## src/sv/lbc_pkg.sv

```systemverilog
// Package for the LED blink controller: action codes, word types, constants.
// No dependencies.
`default_nettype none

package lbc_pkg;

  localparam int unsigned TickW = 16;

  // Blink count that never runs down.
  localparam logic [TickW-1:0] FOREVER_CODE = 16'hFFFF;

  typedef enum logic [1:0] {
    ACT_TICK          = 2'd0,
    ACT_SET_LEVEL     = 2'd1,
    ACT_BLINK         = 2'd2,
    ACT_BLINK_RESTART = 2'd3
  } lbc_action_e;

  // One input word.
  typedef struct packed {
    lbc_action_e      action;
    logic             level;
    logic [TickW-1:0] on_ticks;
    logic [TickW-1:0] off_ticks;
    logic [TickW-1:0] blink_count;
  } lbc_item_t;

  // One result word.
  typedef struct packed {
    logic pin_level;
    logic lit;
    logic busy_res;
  } lbc_result_t;

  // Handshake between the input stage and the output stage.
  typedef struct packed {
    logic advance;
    logic out_ready;
  } lbc_flow_t;

endpackage

`default_nettype wire

```

## src/sv/lbc_in_stage.sv

```systemverilog
// Input register stage of the LED blink controller.
// Depends on lbc_pkg.
`default_nettype none

module lbc_in_stage import lbc_pkg::*; (
  input  wire logic      clk_i,
  input  wire logic      rst_ni,
  input  wire logic      in_valid_i,
  output logic           in_stall_o,
  input  wire lbc_item_t item_i,
  input  wire logic      out_ready_i,
  output lbc_item_t      item_o,
  output lbc_flow_t      flow_o
);

  logic      valid_q, valid_d;
  lbc_item_t item_q;
  logic      take;

  // A held word leaves when the output register can take it.
  assign flow_o.out_ready = out_ready_i;
  assign flow_o.advance   = valid_q && out_ready_i;
  assign in_stall_o       = valid_q && !out_ready_i;
  assign take             = in_valid_i && !in_stall_o;

  always_comb begin
    valid_d = valid_q;
    if (take) begin
      valid_d = 1'b1;
    end else if (flow_o.advance) begin
      valid_d = 1'b0;
    end
  end

  always_ff @(posedge clk_i or negedge rst_ni) begin
    if (!rst_ni) begin
      valid_q <= 1'b0;
    end else begin
      valid_q <= valid_d;
    end
  end

  // Payload needs no reset.
  always_ff @(posedge clk_i) begin
    if (take) begin
      item_q <= item_i;
    end
  end

  assign item_o = item_q;

endmodule

`default_nettype wire

```

## src/sv/lbc_core.sv

```systemverilog
// Blink state registers and their single-pass update for one word.
// Depends on lbc_pkg.
`default_nettype none

module lbc_core import lbc_pkg::*; (
  input  wire logic      clk_i,
  input  wire logic      rst_ni,
  input  wire logic      fire_i,
  input  wire lbc_item_t item_i,
  input  wire logic      active_high_i,
  output lbc_result_t    result_o
);

  logic             lit_q, lit_d;
  logic [TickW-1:0] blinks_q, blinks_d;
  logic [TickW-1:0] on_q, on_d;
  logic [TickW-1:0] off_q, off_d;
  logic [TickW-1:0] phase_q, phase_d;

  // Next state for the action of the current word.
  always_comb begin
    lit_d    = lit_q;
    blinks_d = blinks_q;
    on_d     = on_q;
    off_d    = off_q;
    phase_d  = phase_q;
    case (item_i.action)
      ACT_TICK: begin
        if (blinks_q != '0) begin
          if (phase_q > TickW'(1)) begin
            phase_d = phase_q - TickW'(1);
          end else if (lit_q) begin
            lit_d   = 1'b0;
            phase_d = off_q;
            if (blinks_q != FOREVER_CODE) begin
              blinks_d = blinks_q - TickW'(1);
            end
          end else begin
            lit_d   = 1'b1;
            phase_d = on_q;
          end
        end
      end
      ACT_SET_LEVEL: begin
        lit_d    = item_i.level;
        blinks_d = '0;
      end
      ACT_BLINK: begin
        blinks_d = item_i.blink_count;
        if (blinks_q == '0) begin
          lit_d   = 1'b1;
          on_d    = item_i.on_ticks;
          off_d   = item_i.off_ticks;
          phase_d = item_i.on_ticks;
        end
      end
      default: begin
        lit_d    = 1'b1;
        on_d     = item_i.on_ticks;
        off_d    = item_i.off_ticks;
        blinks_d = item_i.blink_count;
        phase_d  = item_i.on_ticks;
      end
    endcase
  end

  always_ff @(posedge clk_i or negedge rst_ni) begin
    if (!rst_ni) begin
      lit_q    <= 1'b0;
      blinks_q <= '0;
      on_q     <= '0;
      off_q    <= '0;
      phase_q  <= '0;
    end else if (fire_i) begin
      lit_q    <= lit_d;
      blinks_q <= blinks_d;
      on_q     <= on_d;
      off_q    <= off_d;
      phase_q  <= phase_d;
    end
  end

  // Result word taken after the update.
  assign result_o.lit       = lit_d;
  assign result_o.busy_res  = (blinks_d != '0);
  assign result_o.pin_level = (lit_d == active_high_i);

endmodule

`default_nettype wire

```

## src/sv/lbc_out_stage.sv

```systemverilog
// Output register stage of the LED blink controller.
// Depends on lbc_pkg.
`default_nettype none

module lbc_out_stage import lbc_pkg::*; (
  input  wire logic        clk_i,
  input  wire logic        rst_ni,
  input  wire lbc_flow_t   flow_i,
  input  wire lbc_result_t result_i,
  output logic             out_ready_o,
  output logic             out_valid_o,
  input  wire logic        out_stall_i,
  output lbc_result_t      result_o
);

  logic        valid_q, valid_d;
  lbc_result_t result_q;

  // Room when empty or when the held word is taken this cycle.
  assign out_ready_o = !valid_q || !out_stall_i;

  always_comb begin
    valid_d = valid_q;
    if (flow_i.advance) begin
      valid_d = 1'b1;
    end else if (flow_i.out_ready) begin
      valid_d = 1'b0;
    end
  end

  always_ff @(posedge clk_i or negedge rst_ni) begin
    if (!rst_ni) begin
      valid_q <= 1'b0;
    end else begin
      valid_q <= valid_d;
    end
  end

  always_ff @(posedge clk_i) begin
    if (flow_i.advance) begin
      result_q <= result_i;
    end
  end

  assign out_valid_o = valid_q;
  assign result_o    = result_q;

endmodule

`default_nettype wire

```

## src/sv/led_blink_controller_top.sv

```systemverilog
// Top level of the LED blink controller: input stage, blink core, output stage.
// Depends on lbc_pkg, lbc_in_stage, lbc_core and lbc_out_stage.
//
//   channel | direction | handshake               | word
//   in      | input     | in_valid_i / in_stall_o   | action, level, on/off ticks, count
//   out     | output    | out_valid_o / out_stall_i | pin_level, lit, busy_res
//   cfg     | input     | cfg_valid_i / cfg_ready_o | active_high
//
// One word per cycle is accepted while the output is not stalled; its result is
// offered from the output register once the word has left the input register.
// The blink state updates in one pass when a word moves from the input
// register into the output register.
// Reset leaves the LED dark, idle, with active_high set.
// A stalled output holds its word and backs up the input stage by one word.
`default_nettype none

module led_blink_controller_top import lbc_pkg::*; (
  input  wire logic              clk_i,
  input  wire logic              rst_ni,
  input  wire logic              in_valid_i,
  output logic                   in_stall_o,
  input  wire logic [1:0]        in_action_i,
  input  wire logic              in_level_i,
  input  wire logic [TickW-1:0]  in_on_ticks_i,
  input  wire logic [TickW-1:0]  in_off_ticks_i,
  input  wire logic [TickW-1:0]  in_blink_count_i,
  output logic                   out_valid_o,
  input  wire logic              out_stall_i,
  output logic                   out_pin_level_o,
  output logic                   out_lit_o,
  output logic                   out_busy_res_o,
  input  wire logic              cfg_valid_i,
  output logic                   cfg_ready_o,
  input  wire logic              cfg_active_high_i
);

  lbc_item_t   in_item, stage_item;
  lbc_flow_t   flow;
  lbc_result_t core_result, out_result;
  logic        out_ready;
  logic        active_high_q;

  // Polarity register; writes are always taken.
  assign cfg_ready_o = 1'b1;

  always_ff @(posedge clk_i or negedge rst_ni) begin
    if (!rst_ni) begin
      active_high_q <= 1'b1;
    end else if (cfg_valid_i && cfg_ready_o) begin
      active_high_q <= cfg_active_high_i;
    end
  end

  // Gather the input fields into one word.
  assign in_item.action      = lbc_action_e'(in_action_i);
  assign in_item.level       = in_level_i;
  assign in_item.on_ticks    = in_on_ticks_i;
  assign in_item.off_ticks   = in_off_ticks_i;
  assign in_item.blink_count = in_blink_count_i;

  lbc_in_stage u_in_stage (
    .clk_i       (clk_i),
    .rst_ni      (rst_ni),
    .in_valid_i  (in_valid_i),
    .in_stall_o  (in_stall_o),
    .item_i      (in_item),
    .out_ready_i (out_ready),
    .item_o      (stage_item),
    .flow_o      (flow)
  );

  lbc_core u_core (
    .clk_i         (clk_i),
    .rst_ni        (rst_ni),
    .fire_i        (flow.advance),
    .item_i        (stage_item),
    .active_high_i (active_high_q),
    .result_o      (core_result)
  );

  lbc_out_stage u_out_stage (
    .clk_i       (clk_i),
    .rst_ni      (rst_ni),
    .flow_i      (flow),
    .result_i    (core_result),
    .out_ready_o (out_ready),
    .out_valid_o (out_valid_o),
    .out_stall_i (out_stall_i),
    .result_o    (out_result)
  );

  assign out_pin_level_o = out_result.pin_level;
  assign out_lit_o       = out_result.lit;
  assign out_busy_res_o  = out_result.busy_res;

endmodule

`default_nettype wire

```

## config.mk

```make
export PLATFORM = sky130hd
export DESIGN_NAME = led_blink_controller_top
export DESIGN_NICKNAME = d
export VERILOG_FILES = /design/src/sv/lbc_pkg.sv /design/src/sv/lbc_in_stage.sv /design/src/sv/lbc_core.sv /design/src/sv/lbc_out_stage.sv /design/src/sv/led_blink_controller_top.sv
export SDC_FILE = /design/constraint.sdc
export NUM_CORES = 1
export LEC_CHECK = 0
export CAP_MARGIN = 25
export CORE_MARGIN = 8
export CORE_UTILIZATION = 30
export CTS_CLUSTER_DIAMETER = 200
export CTS_CLUSTER_SIZE = 28
export DETAILED_ROUTE_END_ITERATION = 16
export DONT_BUFFER_PORTS = 1
export HOLD_SLACK_MARGIN = 0.15
export PLACE_DENSITY_LB_ADDON = 0.25
export SYNTH_ARGS = -nofsm -noshare
export SYNTH_HDL_FRONTEND = slang
export SYNTH_SLANG_ARGS = --single-unit
export TNS_END_PERCENT = 30
```

## constraint.sdc

```tcl
create_clock -name clk_i -period 3.3 [get_ports clk_i]
set_input_delay 0.66 -clock clk_i [delete_from_list [all_inputs] [get_ports clk_i]]
set_output_delay 0.66 -clock clk_i [all_outputs]
set_load 0.1 [all_outputs]
```

==> flow_summary.ini, run 1 <==
[final_layout]
fin_nets = 573
drive_gt1_frac = 0.212
layout.cells.non_filler = 789
final_core_utilization = 0.356
areaGrowthSynthToFinish_pct = 17.2
antenna_cells = 0
fin_area_mm2 = 0.00685

[routing]
drt_pass1_iterations = 5
vias_per_cell = 5.09
wl_per_cell_um = 17.9
dr.first_iter.drc_count = 231
drc = 0
vias = 4013
route.final.wire_length_mm = 14.1
antenna_left = 0

[yosys]
synth-seq-cells = 122
synthTopCellsByArea = dfrtp_1 (29%), edfxtp_1 (28%), mux2_2 (7.3%)
seq_area_frac_synth = 0.568
ys.warnings.count = 0
ys_top_cells_by_count = dfrtp_1 (67), edfxtp_1 (54), mux2_2 (38)
yosysTopAreaCell = dfrtp_1
synth_top_area_share = 0.287
yosysMostFrequentCell = dfrtp_1
async_flop_share = 0.557
synth_fp_nets = 564
syn_inst = 502
syn_area_mm2 = 0.00585
synth_ff_type = dfrtp_1
synth_edf_count = 54
synth.distinct_cells = 67
syn_area_per_cell_um2 = 11.6

[sta]
setup_viol = 0
hold_viol = 0
fin_crit_ns = 3.18
max-slew-margin-rel = 0.397
drv_slew = 0
setup_tns_ns = 0
worstMarginPinSlew_ns = 0.906
hold_slack_ns = 0.336
skew_ns = 0.00835
fmax_mhz = 314
post-route-period-util = 0.964
rsz0062_at_grt = no
setup_ws_ns = 0.119

[worst_setup_path]
arrival_ns = 3.33
critPathRequiredTime_ns = 3.45
reg2reg_depth = 9
end_kind = register
setup.worst_path.start_class = register
worstSetupPathType = reg2reg
cp_max_fo = 13

[power_and_ir_drop]
pwr_density_cell_mw_per_mm2 = 711
p_leak_nw = 2.52
ir_drop_uv = 330
p_total_mw = 4.87

[die]
chipHeight_um = 156
io-pin-count = 63
num_rows = 51
core_area_mm2 = 0.0193
start_util = 0.303
dieArea_mm2 = 0.0242
die_w_um = 156

[flow_run]
max_cap_violations = 0

[place]
dp_cells = 755
pre_cts_ws_ns = 0.124
port_buffers = 0
place_hpwl_mm = 9.71
placed_area_mm2 = 0.00621
gp_congestion = 0.825

[clock_network]
cts_resized = 0
ctsHoldBuffers = 2
numCtsBuffers = 17
clockRootBuffer = clkbuf_16
clkTransAtPathRegs_ns = 0.06
cts.sinks = 122
cts_tree = yes
cts_setup_buffers = 0
cts_max_level = 4
insertion_delay_ns = 0.41
clk_path_buf_depth = 2

[min_path]
hold_path_class = in2reg
holdPathStages = 0

[global_route]
track_usage = 0.124
grt_pass1_vias = 4062
grt_pass1_wl_mm = 23.1
grt_overflow = 0
grt_max_degree = 69
antenna_found_initial = 0

[outcome]
status = finished, final reports clean
[final cells by class]
class | count | area [um2]
Timing Repair Buffer | 24 | 215
Fill cell | 1936 | 12400
Multi-Input combinational cell | 338 | 2340
Inverter | 8 | 30.0
Clock inverter | 13 | 166
Sequential cell | 122 | 3320
Tap cell | 265 | 332
Clock buffer | 19 | 443
[routing by layer]
metal / global-route usage / vias up / part of all wire
met5: 0 / - / 0
li1: - / 1924 / -
met2: 0.205 / 81 / 0.51
met1: 0.155 / 1997 / 0.44
met4: 0.0384 / 0 / 0.010
met3: 0.0341 / 11 / 0.038
[cell families (layout without fill, tap and decap cells)]
logic type,after synthesis,count (layout),synth area share
mux,47,47,0.0886
buf+inv,42,64,0.0319
compound gates,109,109,0.124
other cells,1,1,0.000641
flops,122,122,0.568
xor+xnor,20,20,0.0300
simple gates,156,156,0.146
fa+ha+maj,5,5,0.0107
[power breakdown]
group	switching, mW	internal (mW)
Clock	0.711	1.22
Combinational	0.477	0.378
Sequential	0.228	1.86
Total	1.42	3.45
[worst paths after layout]
check | start | to | slack [ns]
max | u_core.blinks_q[0] | u_out_stage.result_o[0] | 0.12
min | in_on_ticks_i[13] | u_in_stage.item_o[45] | 0.34
max reg2reg | u_core.blinks_q[0] | u_out_stage.result_o[0] | 0.12
min reg2reg | u_in_stage.item_o[23] | u_core.off_q[7] | 0.47
max in group asynchronous | rst_ni | active_high_q | 2.18
min in group asynchronous | rst_ni | u_core.blinks_q[10] | 0.78
[flip-flops by register name, indices dropped and copies added, names as in the netlist]
signal	cells
active_high_q	1
u_core.blinks_q	16
u_core.lit_q	1
u_in_stage.valid_q	1
u_in_stage.item_o	51
u_core.phase_q	16
u_out_stage.result_o	3
u_core.off_q	16
u_out_stage.out_valid_o	1
u_core.on_q	16
[cells in the final DEF, fill, tap and decap left out, drive strengths merged, types with 4 or more instances in the layout]
cell type	n
nor4	17
nor2	33
nand3	4
ha	5
nand4	12
xnor2	12
o21ai	34
mux2i	9
edfxtp	54
nand2	37
mux2	38
nor3	12
a22oi	4
a21oi	22
a221oi	6
or3	5
clkbuf	19
buf	23
or4	10
inv	12
a211oi	20
clkinv	6
xor2	8
dfrtp	67
nor2b	8
[critical path, cell delays in order (launching register included)]
cell	delay, ns
dfrtp_1	0.45
inv_1	0.12
ha_1	0.14
or4b_2	0.64
or4_4	0.55
and4_4	0.22
a221o_1	0.32
a221oi_2	0.18
nand4b_1	0.11
nand4b_1	0.17
Power figures use the tool's default switching activity.
==> inputs of run 2 (changes only) <==
Settings changed: PLACE_DENSITY_LB_ADDON 0.25 to default, RECOVER_POWER from default to 100.
Clock period 3.3 ns to 3.6 ns, I/O delays scaled along.
==> run 2 against run 1 <==
Net effect: the flow now finishes with violations (capacitance limit, slew limit); largest power group unchanged; critical path depth is the same; register-to-register slack gained 0.22 ns; non-clock buffer count shrank 7; count of clock-buffer cells in the layout grew 1; wire length grew 1.0%; global-route usage is essentially flat; flip-flop and latch count is the same.
==> flow_summary.ini, run 2 (synthesis results as in run 1) <==
[sta]
hold_viol = 0
max-slew-margin-rel = -0.201
post-route-period-util = 0.906
skew_ns = 0.0128
worstMarginPinSlew_ns = 1.80
setup_viol = 0
drv_slew = 69
fmax_mhz = 306
rsz0062_at_grt = no
fin_crit_ns = 3.26
setup_tns_ns = 0

[clock_network]
numCtsBuffers = 17
insertion_delay_ns = 0.42
cts.sinks = 122
cts_tree = yes
clkTransAtPathRegs_ns = 0.05
cts_setup_buffers = 0
clockRootBuffer = clkbuf_16
clk_path_buf_depth = 2
cts_max_level = 4

[worst_setup_path]
critPathRequiredTime_ns = 3.73
cp_max_fo = 13
arrival_ns = 3.40
end_kind = register
setup.worst_path.start_class = register
worstSetupPathType = reg2reg

[die]
die_w_um = 156
io-pin-count = 63
start_util = 0.303
chipHeight_um = 156
core_area_mm2 = 0.0193
num_rows = 51
dieArea_mm2 = 0.0242

[final_layout]
layout_commonest_cell = dfrtp_1
drive_gt1_frac = 0.186
layout_common_cells = dfrtp_1 (67), edfxtp_1 (54), mux2_2 (38)
antenna_cells = 0
fin_nets = 566
areaGrowthSynthToFinish_pct = 14.4
largest_reg_flops = 51

[place]
place_hpwl_mm = 9.71
gp_congestion = 0.849
port_buffers = 0

[global_route]
grt_overflow = 0
grt_max_degree = 69
track_usage = 0.124
grt_pass1_vias = 4132
grt_pass1_wl_mm = 23.1
antenna_found_initial = 0

[outcome]
violations = capacitance limit, slew limit
status = finished, violations left

[power_and_ir_drop]
p_total_mw = 4.30
pwr_density_cell_mw_per_mm2 = 643
ir_drop_uv = 544
p_leak_nw = 2.43

[routing]
antenna_left = 0
wl_per_cell_um = 18.3
drc = 0
vias_per_cell = 5.06
drt_pass1_iterations = 5
vias = 3956
dr.first_iter.drc_count = 228
route.final.wire_length_mm = 14.3

[min_path]
hold_path_class = in2reg

[flow_run]
max_cap_violations = 1
-- run 2: changes by cell type in the layout (fill, tap and decap cells not counted), moves of 2 or more --
cell,previous run,this run
buf_4,21,11
clkbuf_1,1,5
clkbuf_2,0,4
o21ai_0,30,34
clkinv_4,3,0
clkinvlp_4,0,3
o21ai_1,3,0
inv_6,4,2
-- run 2: worst paths after layout --
check                           depth (start not counted)                       to             startpoint  slack, ns
max in group asynchronous                               1          u_core.on_q[15]                 rst_ni       1.76
min in group asynchronous                               1       u_core.blinks_q[7]                 rst_ni       0.79
worst max-delay path                                    9  u_out_stage.result_o[0]     u_core.blinks_q[0]       0.34
worst min-delay path                                    0    u_in_stage.item_o[27]     in_off_ticks_i[11]       0.39
worst min register to register                          1         u_core.off_q[15]  u_in_stage.item_o[31]       0.47
worst max register to register                          9  u_out_stage.result_o[0]     u_core.blinks_q[0]       0.34
-- run 2: cell type report --
class                      count  area [um2]
fill                        1973       12600
sequential                   122        3320
inverter                       8        30.0
clock buffer                  20         437
clock inverter                12         124
timing repair buffer          17         110
tap                          265         332
multi-input combinational    338        2330
-- run 2: metal layers --
layer | global-route usage | share of wire
met2 | 0.198 | 0.48
met5 | 0 | 0
met3 | 0.0327 | 0.045
met4 | 0.0550 | 0.023
met1 | 0.156 | 0.45
-- run 2: what timing repair did --
item,in CTS,in global routing
hold buffers,1,0
gates resized for setup,0,0
endpoints found under the hold margin,68,0
-- run 2: through the flow --
step	utilization	instances	instance area [um2]	hold slack, ns	worst slack, ns
2_1_floorplan	-	502	5850	0.424	0.684
3_3_place_gp	0.319	749	6150	0.428	0.465
3_5_place_dp	0.319	749	6150	0.428	0.400
4_1_cts	0.350	782	6740	0.188	0.389
5_1_grt	0.347	782	6690	0.368	0.175
6_report	0.347	782	6690	0.391	0.337
-- run 2: critical path: stages, from the launching register on --
cell and delay (ns):
dfrtp_1 0.44, inv_1 0.13, ha_1 0.15, or4b_2 0.64
or4_4 0.54, and4_2 0.27, a221o_1 0.31, a221oi_2 0.18
nand4b_1 0.12, nand4b_1 0.20
-- run 2: power breakdown --
group          total, mW  internal [mW]  switching, mW
Sequential          1.94           1.70          0.232
Combinational      0.739          0.324          0.415
Clock               1.63           1.01          0.614
Total               4.30           3.04           1.26
==> inputs of run 3 (changes only) <==
Settings changed: CORE_ASPECT_RATIO from default to 1.4.
==> run 3 against run 2 <==
Net effect: global-route usage decreased by 0.26 points; the run still ends with capacitance limit, slew limit left; count of clock-buffer cells in the layout is 2 lower; flip-flop and latch count unchanged; critical path depth unchanged; sequential share of layout area decreased by 0.074 points; register-to-register slack about the same; clock power rose by 2%; total power is 1.0% higher; wire length down 0.39%; die area rose by 0.26%.
==> flow_summary.ini, run 3 (synthesis results as in run 1) <==
[routing]
vias = 3991
vias_per_cell = 5.20
dr.first_iter.drc_count = 289
wirelength_met1_mm = 5.52
route.met3.wl_um = 395
drc = 0
maxUsedRoutingLayer = met4
drt_pass1_iterations = 5
antenna_left = 0
wl_per_cell_um = 18.6
met2_wirelength_mm = 8.02
route.final.wire_length_mm = 14.2

[power_and_ir_drop]
ir_drop_uv = 340
comb_power_share = 0.174
power.internal_mw = 3.07
clkPwrFrac = 0.384
seq_power_share = 0.442
switching_power_mw = 1.28
pwr_density_cell_mw_per_mm2 = 649
switching_share = 0.294
p_leak_nw = 2.46

[sta]
fmax_mhz = 306
fin_crit_ns = 3.27
setup_viol = 0
max-slew-margin-rel = -0.187
setup_tns_ns = 0
rsz0062_at_grt = no
hold_viol = 0
drv_slew = 69
worstMarginPinSlew_ns = 1.78
post-route-period-util = 0.908
skew_ns = 0.00576

[worst_setup_path]
r2r-end = u_out_stage.result_o[0]
r2r-start = u_core.blinks_q[0]
cpMostUsedCell = nand4b_1
cp_max_fo = 13
r2r_setup_slack_ns = 0.33
end_kind = register
path_cells = inv_1 > ha_1 > or4b_2 > or4_4 > and4_2 > a221o_1 > a221oi_1 > nand4b_1 > nand4b_1
slowest_delay_ns = 0.64
critPathRequiredTime_ns = 3.75
setup.worst_path.start_class = register
reg2reg_depth = 9
cp_slowest_cell = or4b_2
arrival_ns = 3.41
worstSetupPathType = reg2reg

[final_layout]
final_core_utilization = 0.350
antenna_cells = 0
layout_common_cells = dfrtp_1 (67), edfxtp_1 (54), mux2_2 (38)
largest_reg_flops = 51
drive_gt1_frac = 0.195
fin_nets = 568
layout_commonest_cell = dfrtp_1
areaGrowthSynthToFinish_pct = 14.5

[global_route]
antenna_found_initial = 0
grt_pass1_vias = 4145
track_usage = 0.122
grt_overflow = 0
grt_max_degree = 69
grt_pass1_wl_mm = 23.0

[min_path]
hold_path_class = in2reg
min_from = in_on_ticks_i[0]
holdPathEnd = u_in_stage.item_o[32]
holdPathStages = 0

[clock_network]
insertion_delay_ns = 0.41
cts_tree = yes
numCtsBuffers = 17
cts.sinks = 122
clkTransAtPathRegs_ns = 0.06
cts_setup_buffers = 0
clk_path_buf_depth = 2
clockRootBuffer = clkbuf_16
cts_max_level = 4

[die]
io-pin-count = 63
num_rows = 60
dieArea_mm2 = 0.0243
core_area_mm2 = 0.0191
start_util = 0.305
chipHeight_um = 181
die_w_um = 134

[outcome]
violations = capacitance limit, slew limit
status = finished, violations left

[place]
port_buffers = 0
place_hpwl_mm = 9.98
gp_congestion = 0.848

[flow_run]
max_cap_violations = 1
## run 3: how the worst max path moves through the flow
stage	start	endpoint	slack, ns
2_1_floorplan	u_core.blinks_q[0]	u_out_stage.result_o[0]	0.68
3_3_place_gp	u_core.blinks_q[0]	u_out_stage.result_o[0]	0.49
3_5_place_dp	u_core.blinks_q[0]	u_out_stage.result_o[0]	0.42
4_1_cts	u_core.blinks_q[0]	u_out_stage.result_o[0]	0.41
5_1_grt	u_core.blinks_q[0]	u_out_stage.result_o[0]	0.18
6_report	u_core.blinks_q[0]	u_out_stage.result_o[0]	0.33
## run 3: per-stage QoR
step	total power [mW]	cells	setup WS [ns]	hold slack [ns]	cell area, um2
final	4.35	767	0.333	0.398	6700
after detailed placement	2.70	734	0.420	0.429	6140
after global routing	4.58	767	0.179	0.372	6700
after global placement	2.67	734	0.492	0.429	6140
after floorplan	2.48	502	0.684	0.424	5850
after CTS	4.41	767	0.413	0.195	6760
## run 3: cell type report
| class | instances | area [um2] |
|---|---|---|
| timing repair buffer | 19 | 123 |
| clock inverter | 14 | 146 |
| clock buffer | 18 | 439 |
| sequential | 122 | 3320 |
| inverter | 8 | 30.0 |
| tap | 248 | 310 |
| multi-input combinational | 338 | 2320 |
| fill | 1866 | 12400 |
## run 3: routing by layer
| layer | vias to the layer above | GRT usage |
|---|---|---|
| li1 | 1911 | - |
| met1 | 1976 | 0.128 |
| met2 | 84 | 0.227 |
| met3 | 20 | 0.0272 |
| met4 | 0 | 0.0482 |
| met5 | - | 0 |
## run 3: what timing repair did
action	CTS	global route
hold buffers	1	0
endpoints found under the setup margin	0	0
endpoints found under the hold margin	68	0
resized for setup	0	0
## run 3: power by group through the flow
stage | Sequential, mW | Clock (mW) | Combinational, mW
after floorplan | 1.88 | 0 | 0.600
after global placement | 1.93 | 0 | 0.736
after detailed placement | 1.94 | 0 | 0.753
after CTS | 1.92 | 1.71 | 0.775
after global routing | 1.96 | 1.78 | 0.843
final | 1.92 | 1.67 | 0.757
## run 3: worst max-delay path: cells and delay by family (launching register included)
| kind | cells | cell delay, ns |
|---|---|---|
| and+or+nand+nor | 5 | 1.74 |
| buffers and inverters | 1 | 0.13 |
| DFF | 1 | 0.43 |
| AOI/OAI and AO/OA | 2 | 0.54 |
| adders and majority gates | 1 | 0.15 |
